$ cat src/hdl/swept_aabb_entry_time_defines.svh
// ----------------------------------------------------------------------------
// Swept box entry time: assertion macros
// Shared assertion forms for the swept box entry time block.
// ----------------------------------------------------------------------------
`ifndef SWEPT_AABB_ENTRY_TIME_DEFINES_SVH
`define SWEPT_AABB_ENTRY_TIME_DEFINES_SVH

// Consequent must hold in the same cycle as the antecedent.
`define SATE_ASSERT_IMP(lbl, clk_s, rst_s, ante, cons) \
    lbl: assert property (@(posedge clk_s) disable iff (!rst_s) (ante) |-> (cons)) \
        else $error("swept box entry time assertion failed");

// Consequent must hold in the cycle after the antecedent.
`define SATE_ASSERT_NXT(lbl, clk_s, rst_s, ante, cons) \
    lbl: assert property (@(posedge clk_s) disable iff (!rst_s) (ante) |=> (cons)) \
        else $error("swept box entry time assertion failed");

`endif

$ cat src/hdl/sate_pkg.sv
// ----------------------------------------------------------------------------
// Swept box entry time package
// Default widths, register indexes and the side-band tag of the divider chain.
// ----------------------------------------------------------------------------
`default_nettype none

package sate_pkg;

    localparam int SATE_COORD_WIDTH = 32;
    localparam int SATE_FRAC_BITS   = 16;
    localparam int SATE_IDX_W       = 3;

    typedef enum logic [SATE_IDX_W-1:0] {
        REG_MOVER_SIZE_X  = 3'd0,
        REG_MOVER_SIZE_Y  = 3'd1,
        REG_MOVER_SIZE_Z  = 3'd2,
        REG_STATIC_SIZE_X = 3'd3,
        REG_STATIC_SIZE_Y = 3'd4,
        REG_STATIC_SIZE_Z = 3'd5
    } sate_reg_idx_t;

    // Per item flags that ride alongside the division lanes.
    // Lanes 0..2 are entry x/y/z, lanes 3..5 are exit x/y/z.
    typedef struct packed {
        logic [2:0] vzero;
        logic [2:0] gneg;
        logic [5:0] neg;
        logic [5:0] sat;
    } sate_tag_t;

endpackage

`default_nettype wire

$ cat src/hdl/sate_div_cell.sv
// ----------------------------------------------------------------------------
// Swept box entry time: divider cell
// One restoring division step of one lane; registers remainder, divisor and
// partial quotient and hands them to the next cell.
// ----------------------------------------------------------------------------
`default_nettype none

module sate_div_cell
    import sate_pkg::*;
#(
    parameter int RW    = SATE_COORD_WIDTH + 2,
    parameter int QW    = SATE_FRAC_BITS + 1,
    parameter bit SHIFT = 1'b1
)
(
    input  wire logic          clk,
    input  wire logic [RW-1:0] rem_in,
    input  wire logic [RW-1:0] den_in,
    input  wire logic [QW-1:0] q_in,
    output logic      [RW-1:0] rem_out,
    output logic      [RW-1:0] den_out,
    output logic      [QW-1:0] q_out
);

    logic [RW-1:0] rem_reg, rem_next;
    logic [RW-1:0] den_reg;
    logic [QW-1:0] q_reg, q_next;
    logic [RW-1:0] trial;
    logic          ge;

    always_comb
    begin
        trial    = SHIFT ? {rem_in[RW-2:0], 1'b0} : rem_in;
        ge       = (trial >= den_in);
        rem_next = ge ? (trial - den_in) : trial;
        q_next   = {q_in[QW-2:0], ge};
    end

    always_ff @(posedge clk)
    begin
        rem_reg <= rem_next;
        den_reg <= den_in;
        q_reg   <= q_next;
    end

    assign rem_out = rem_reg;
    assign den_out = den_reg;
    assign q_out   = q_reg;

endmodule

`default_nettype wire

$ cat config.mk
export PLATFORM = sky130hd
export DESIGN_NAME = sate_div_cell
export DESIGN_NICKNAME = d
export VERILOG_FILES = /design/src/hdl/swept_aabb_entry_time_defines.svh /design/src/hdl/sate_pkg.sv /design/src/hdl/sate_div_cell.sv
export SDC_FILE = /design/constraint.sdc
export NUM_CORES = 1
export LEC_CHECK = 0
export ABC_AREA = 0
export BUFFER_PORTS_ARGS = -buffer_cell sky130_fd_sc_hd__buf_4
export CORE_MARGIN = 10
export CORE_UTILIZATION = 40
export DETAILED_ROUTE_END_ITERATION = 7
export MAX_ROUTING_LAYER = met4
export PLACE_DENSITY = 0.75
export SYNTH_ARGS = -nofsm -noshare
export SYNTH_HDL_FRONTEND = slang
export SYNTH_SLANG_ARGS = --single-unit
$ cat constraint.sdc
create_clock -name clk -period 3.2 [get_ports clk]
set_input_delay 0.64 -clock clk [delete_from_list [all_inputs] [get_ports clk]]
set_output_delay 0.64 -clock clk [all_outputs]
set_load 0.005 [all_outputs]
== After elaboration in Yosys (flattened, before gate mapping) ==
Index checks and enable logic that the tools add are counted.

* Add/sub/neg operators: 1
* Muxes and demuxes: 1
* Order comparisons: 1

{| class="wikitable"
|+ Operator list
! operator !! number
|-
| $ge A34 B34 Y1 || 1
|-
| $mux W34 || 1
|-
| $sub A34 B34 Y34 || 1
|}

* Word-level logic and storage cells: 7
* Register bits after elaboration: 85
* Output and inout bits: 85
* Input bits: 86

== Logic depth before layout (Yosys ltp) ==
Gate-level depths: netlist of run 1.

* Word-level depth: 2
* Gate-level depth with buffers: 12
* Depth with buffers taken out: 11

== Least setup slack after synthesis of run 1 ==
No wires, ideal clock.

* Kind: input to register
* Start point: in den_in[16]
* End point: reg rem_reg[27] (netlist: rem_out[27])
* Data arrival time: 2.671 ns
* Buffers on the path: 1
* Stages on the path: 11
* Library setup time: 0.121 ns
* Required time: 3.079 ns
* Setup slack: 0.408 ns
* Path through: inv_1 ha_1 buf_6 a21o_1 a31oi_1 o21ai_1 a22o_1 a311o_1 a311oi_2 xnor2_1 mux2_2

* Cells in the longest elaborated chain, start to end: 2
* Elaborated cells on any way between the ends: 3
* Classes of those cells: add/sub (1); order compare (1); mux (1)

{| class="wikitable"
|+ RTL lines
! what !! line !! text
|-
| start: declaration || sate_div_cell.sv:18 || <nowiki>input wire logic [RW-1:0] den_in,</nowiki>
|-
| $sub A34 B34 Y34 / $ge A34 B34 Y1 (equally long branches) || sate_div_cell.sv:35, sate_div_cell.sv:34 ||
|-
| $mux W34 * || sate_div_cell.sv:35 || <nowiki>rem_next = ge ? (trial - den_in) : trial;</nowiki>
|-
| via rem_next[27] || sate_div_cell.sv:25 || <nowiki>logic [RW-1:0] rem_reg, rem_next;</nowiki>
|-
| end signal: assignment || sate_div_cell.sv:41 || <nowiki>rem_reg <= rem_next;</nowiki>
|-
| end: declaration || sate_div_cell.sv:25 ||
|}

Mark *: on every way through the listed nets, which the timed path passes. The rest lies on a longest branch.
A chain may end at the register's enable or synchronous reset.

== Worst setup path after layout of run 1 ==
* Start point: in rem_in[7]
* End point: reg rem_reg[32] (netlist: rem_out[32])

* Cells in the longest elaborated chain, start to end: 2
* Elaborated cells on any way between the ends: 3
* Classes of those cells: add/sub (1); order compare (1); mux (1)

{| class="wikitable"
|+ RTL lines
! what !! line !! text
|-
| start: declaration || sate_div_cell.sv:17 || <nowiki>input wire logic [RW-1:0] rem_in,</nowiki>
|-
| $sub A34 B34 Y34 / $ge A34 B34 Y1 (equally long branches) || sate_div_cell.sv:35, sate_div_cell.sv:34 ||
|-
| $mux W34 * || sate_div_cell.sv:35 ||
|-
| via rem_next[32] || sate_div_cell.sv:25 ||
|}

Marked as above.

==> results.py, run 1 <==
metrics = {
    "setup_path": {
        "worstPathMaxFanout": 4,
        "path_class": "in2reg",
        "arrival_ns": 3.01,
        "required_ns": 3.46,
        "setup.worst_path.end_class": "flop",
        "crit_path_start_kind": "input pin",
    },
    "clocking": {
        "cts_tree": "built",
        "clkTransAtPathRegs_ns": 0.09,
        "ctsHtreeMaxLevel": 3,
        "cts_sinks": 85,
        "cts_buffers": 9,
        "cts_setup_buffers": 0,
        "cts-root-buf": "clkbuf_8",
        "clk_path_buf_depth": 2,
        "postCtsHoldBufs": 0,
        "post_cts_resize_count": 0,
    },
    "power": {
        "power.switching_w": 0.0008279,
        "p_clk_share_pct": 28.1,
        "ir_worst_vdd_mv": 0.2195,
        "power_switching_share_pct": 28.67,
        "p_int_w": 0.002060,
        "p_comb_share_pct": 30.2,
        "seqPwrFrac_pct": 41.7,
        "p_leak_nw": 2.900,
        "powerDensity_nw_per_um2": 490.0,
    },
    "sta": {
        "maxSlewHeadroom_pct": 66.60,
        "report.final.slew_viol_count": 0,
        "rsz0062_at_grt": "false",
        "finalSetupViolations": 0,
        "tns_ns": 0,
        "hold_ws_ns": 0.3726,
        "period_share_pct": 86.00,
        "worstMarginPinSlew_ns": 0.5010,
        "fmax_mhz": 363.4,
        "hold_viol_final": 0,
        "fin_crit_ns": 2.752,
    },
    "synth": {
        "synth_top_area_cell": "dfxtp_1",
        "muxShareOfSynthArea_pct": 2.188,
        "ys_async_sr_fraction_pct": 0,
        "synth-compound-area-share_pct": 20.39,
        "synthXorXnorAreaFrac_pct": 6.381,
        "synthTopCellsByArea": "dfxtp_1 41%, ha_1 10%, a21oi_1 6.9%, xnor2_1 4.3%, inv_1 4.0%",
        "synth_cell_types": 51,
        "ys_warn_count": 0,
        "synth_edf_count": 0,
        "synth_top_family_by_area": "compound AO/OA/AOI/OAI gates",
        "ys_ff_latch": 85,
        "seq_area_frac_synth_pct": 41.32,
        "syn_area_um2": 4118,
        "ys.flop_type": "dfxtp_1",
        "synth_top_area_share_pct": 41.32,
        "post_synth.cell_area_avg_um2": 8.855,
        "syn_nets": 586,
        "synth_fa_ha_area_share_pct": 10.82,
        "syn_inst": 465,
        "synth_simple_gate_area_share_pct": 12.64,
    },
    "place": {
        "portBuffers": 168,
        "place_area_um2": 5673,
        "dp_hpwl_um": 10210,
        "gp_congestion": 0.8923,
    },
    "global_routing": {
        "grt_pass1_vias": 4045,
        "grt_usage_pct": 16.22,
        "grt_first_pass_wirelength_um": 19030,
        "grt_max_degree": 29,
        "grt-ovfl-total": 0,
        "antenna_found_initial": 0,
    },
    "detailed_routing": {
        "ant_nets": 0,
        "firstDrtPassIters": 4,
        "drc": 0,
        "via_per_inst": 4.949,
        "vias": 3895,
        "drt_iter0_drc": 147,
        "routedWlPerCell_um": 15.34,
        "detail_route.wirelength_um": 12070,
    },
    "final_layout": {
        "area_growth_pct": 43.12,
        "antenna_cells": 0,
        "finish.net_count": 770,
        "drive_gt1_share_pct": 34.56,
        "fin_area_um2": 5893,
    },
    "die": {
        "ioPinCount": 171,
        "die_h_um": 121.5,
        "die_w_um": 121.5,
        "core_area_um2": 9910,
        "placementRows": 36,
        "initial_utilization_pct": 41.55,
        "die-area_um2": 14750,
    },
    "status": {
        "status": "completed",
    },
    "job": {
        "drv_cap": 0,
    },
    "worst_hold_path": {
        "holdCritPathClass": "in2reg",
    },
}
critical path, cell delays in order:
cell and delay [ns]:
buf_4 0.11, ha_1 0.32, buf_4 0.16, nand2_1 0.06
nor2_1 0.05, o41ai_1 0.47, nand2_1 0.21, a211oi_2 0.38
o211ai_1 0.19, nand3b_1 0.19, a41o_1 0.23
layout by cell type (no fill, tap or decap), drive strengths merged, types with 3 or more instances in the layout:
| master | n |
|---|---|
| nand4 | 9 |
| nor2b | 4 |
| o21a | 8 |
| o21ai | 19 |
| nand2 | 27 |
| o21bai | 4 |
| nand3 | 5 |
| nand2b | 3 |
| xor2 | 10 |
| mux2 | 8 |
| a21oi | 58 |
| dfxtp | 85 |
| nor4 | 3 |
| a31oi | 3 |
| a211oi | 4 |
| inv | 45 |
| and3 | 3 |
| xnor2 | 20 |
| ha | 34 |
| buf | 192 |
| nor2 | 43 |
| clkbuf | 12 |
| and2 | 3 |
| a21o | 16 |
| nor3 | 4 |
stage by stage:
stage	util, %	setup WS, ns	total power [W]	instances
after global routing	59.47	0.3021	0.003062	787
after floorplan	-	0.4084	0.001678	465
after detailed placement	57.25	0.08132	0.002108	771
after global placement	57.25	0.08203	0.002093	771
after CTS	59.47	0.4625	0.002924	787
final	59.47	0.4479	0.002888	787
registers in the layout, indices dropped and copies added (netlist names):
register,count
rem_out,34
den_out,34
q_out,17
area by class of cell:
class	instances	area, µm²
repair buffers	192	1466
well taps	133	166.4
clock buffers	12	165.2
clock inverters	4	55.05
flip-flops and latches	85	1702
multi-input cells	316	2170
fillers	897	4016
inverters	45	168.9
layer usage:
layer,track usage (%),wire length [µm]
met1,17.92,5216
met2,26.56,5619
met3,6.003,1007
met4,5.216,231
met5,-,0
path summary, 6_finish.rpt:
path	from	to	slack, ns	cells after the start
max	rem_in[7]	rem_out[32]	0.45	11
min	q_in[11]	q_out[12]	0.37	1
cells by family (layout without fill, tap and decap cells):
| group | after synthesis | in the layout |
|---|---|---|
| compound gates | 132 | 132 |
| simple gates | 111 | 111 |
| mux | 8 | 8 |
| buf+inv | 64 | 253 |
| fa+ha+maj | 35 | 35 |
| xor+xnor | 30 | 30 |
| flops | 85 | 85 |
synthesized netlist by cell type (all sizes together) (2+ instances only):
| cell | number |
|---|---|
| a21oi | 58 |
| o2111ai | 2 |
| ha | 34 |
| nand3 | 5 |
| a31oi | 3 |
| xor2 | 10 |
| a311oi | 2 |
| a22oi | 2 |
| nor2 | 43 |
| inv | 45 |
| nand2 | 27 |
| a211oi | 4 |
| a41oi | 2 |
| a21o | 16 |
| o21bai | 4 |
| dfxtp | 85 |
| and2 | 3 |
| nand4 | 9 |
| nor3 | 4 |
| mux2 | 8 |
| and3 | 3 |
| a22o | 2 |
| clkbuf | 10 |
| nand2b | 3 |
| o21ai | 19 |
| nand3b | 2 |
| nor4 | 3 |
| o211ai | 2 |
| xnor2 | 20 |
| o41ai | 2 |
| or2 | 2 |
| nor2b | 4 |
| buf | 9 |
| o21a | 8 |
power by group through the flow:
stage,sequential [W],clock [W],combinational (W)
floorplan,0.00124,0,0.000433
global placement,0.00123,0,0.000866
detailed placement,0.00123,0,0.000879
CTS,0.00121,0.000834,0.000884
global route,0.00122,0.000879,0.000968
finish,0.00120,0.000811,0.000872
No activity file was read; power rests on OpenSTA's default activity.
==> inputs of run 2 (changes only) <==
CELL_PAD_IN_SITES_DETAIL_PLACEMENT = 1   (was default)
CELL_PAD_IN_SITES_GLOBAL_PLACEMENT = 1   (was default)
CORE_UTILIZATION = 35   (was 40)
PLACE_DENSITY = 0.87   (was 0.75)
==> results.py, run 2 (same netlist as run 1, synthesis figures left out) <==
metrics = {
    "status": {
        "status": "completed",
    },
    "sta": {
        "rsz0062_at_grt": "false",
        "finalSetupViolations": 0,
        "report.final.slew_viol_count": 0,
        "fin_crit_ns": 2.829,
        "fmax_mhz": 353.4,
        "worstMarginPinSlew_ns": 0.5388,
        "maxSlewHeadroom_pct": 63.61,
        "period_share_pct": 88.42,
        "hold_viol_final": 0,
        "tns_ns": 0,
    },
    "die": {
        "die_w_um": 128.5,
        "initial_utilization_pct": 35.91,
        "die_h_um": 128.5,
        "placementRows": 39,
        "ioPinCount": 171,
        "die-area_um2": 16500,
        "core_area_um2": 11470,
    },
    "setup_path": {
        "path_cells": "buf_4 > ha_1 > a21oi_1 > nor2_1 > o41ai_1 > nand2_1 > a211oi_2 > o211ai_1 > nand3b_1 > a41o_1",
        "crit_start": "rem_in[6]",
        "worstPathMaxFanout": 5,
        "path_class": "in2reg",
        "crit_path_start_kind": "input pin",
        "setup.worst_path.end_class": "flop",
        "required_ns": 3.44,
        "arrival_ns": 3.07,
        "critical_path.max_stage_delay_ns": 0.52,
        "slowest_stage": "o41ai_1",
    },
    "final_layout": {
        "num-fill-cells": 1332,
        "drive_gt1_share_pct": 34.86,
        "finish.net_count": 773,
        "layout_common_cells": "194 x buf_4, 85 x dfxtp_1, 56 x a21oi_1",
        "layout_commonest_cell": "buf_4",
        "seqCellArea_um2": 1702,
        "antenna_cells": 0,
        "area_growth_pct": 45.61,
        "multiInputGateArea_um2": 2170,
    },
    "power": {
        "power_w": 0.003140,
        "p_leak_nw": 2.939,
        "powerDensity_nw_per_um2": 523.7,
        "ir_worst_vdd_mv": 0.3317,
    },
    "worst_hold_path": {
        "holdCritPathClass": "in2reg",
        "hold_depth": 1,
        "hold_start": "q_in[15]",
        "hold_end": "q_out[16]",
    },
    "detailed_routing": {
        "drt_iter0_drc": 96,
        "drc": 0,
        "via_per_inst": 4.975,
        "detail_route.wirelength_um": 13920,
        "ant_nets": 0,
        "vias": 3980,
        "firstDrtPassIters": 4,
        "routedWlPerCell_um": 17.39,
    },
    "clocking": {
        "cts-root-buf": "clkbuf_16",
        "clk_path_buf_depth": 2,
        "cts_sinks": 85,
        "ctsHtreeMaxLevel": 3,
        "post_cts_resize_count": 0,
        "cts_buffers": 9,
        "cts_tree": "built",
        "clkTransAtPathRegs_ns": 0.07,
        "postCtsHoldBufs": 0,
        "cts_setup_buffers": 0,
    },
    "global_routing": {
        "grt-ovfl-total": 0,
        "grt_usage_pct": 17.19,
        "antenna_found_initial": 0,
        "grt_pass1_vias": 4456,
        "grt_max_degree": 30,
        "grt_first_pass_wirelength_um": 22410,
    },
    "place": {
        "dp_hpwl_um": 11750,
        "portBuffers": 168,
        "gp_congestion": 0.8460,
    },
    "job": {
        "drv_cap": 0,
    },
}
[run 2: how the worst max path moves through the flow]
stage,to,slack [ns],depth (start not counted)
after floorplan,rem_out[27],0.41,11
after global placement,rem_out[27],0.05,10
after detailed placement,rem_out[27],0.02,10
after CTS,rem_out[32],0.36,10
after global routing,rem_out[13],0.15,13
final,rem_out[32],0.37,10
[run 2: metrics by stage]
stage	instance area [µm²]	util [%]	hold WS (ns)	instances	setup slack, ns
CTS	5996	52.29	0.3780	800	0.3610
finish	5996	52.29	0.3887	800	0.3706
detailed placement	5695	49.67	0.7455	784	0.01901
global placement	5695	49.67	0.7444	784	0.05347
global route	5996	52.29	0.3736	800	0.1480
floorplan	4118	-	0.6677	465	0.4084
[run 2: area by class of cell]
| cell class | instances | share of cell area, % |
|---|---|---|
| Sequential cell | 85 | 28.38 |
| Tap cell | 143 | 2.984 |
| Inverter | 45 | 2.817 |
| Clock inverter | 7 | 1.252 |
| Multi-Input combinational cell | 316 | 36.19 |
| Timing Repair Buffer | 195 | 24.62 |
| Clock buffer | 9 | 3.756 |
[run 2: per-layer routing]
layer	vias to the layer above	global-route usage (%)	share of wire (%)
met1	1876	18.28	40
met4	0	6.093	1.6
met5	-	-	0
met3	12	6.160	8.0
li1	1976	-	-
met2	116	28.90	50
[run 2: report_power, final]
group,internal [W],leakage [nW],switching (W)
registers,0.00118,0.717,0.0000344
clock network,0.000607,0.138,0.000436
logic,0.000458,2.08,0.000428
[run 2: worst max-delay path, delay by kind of cell]
family                   cells  cell delay (ns)
AO/OA/AOI/OAI                5             1.44
buffers and inverters        1             0.12
AND/OR/NAND/NOR              3             0.50
adder cells (fa/ha/maj)      1             0.36
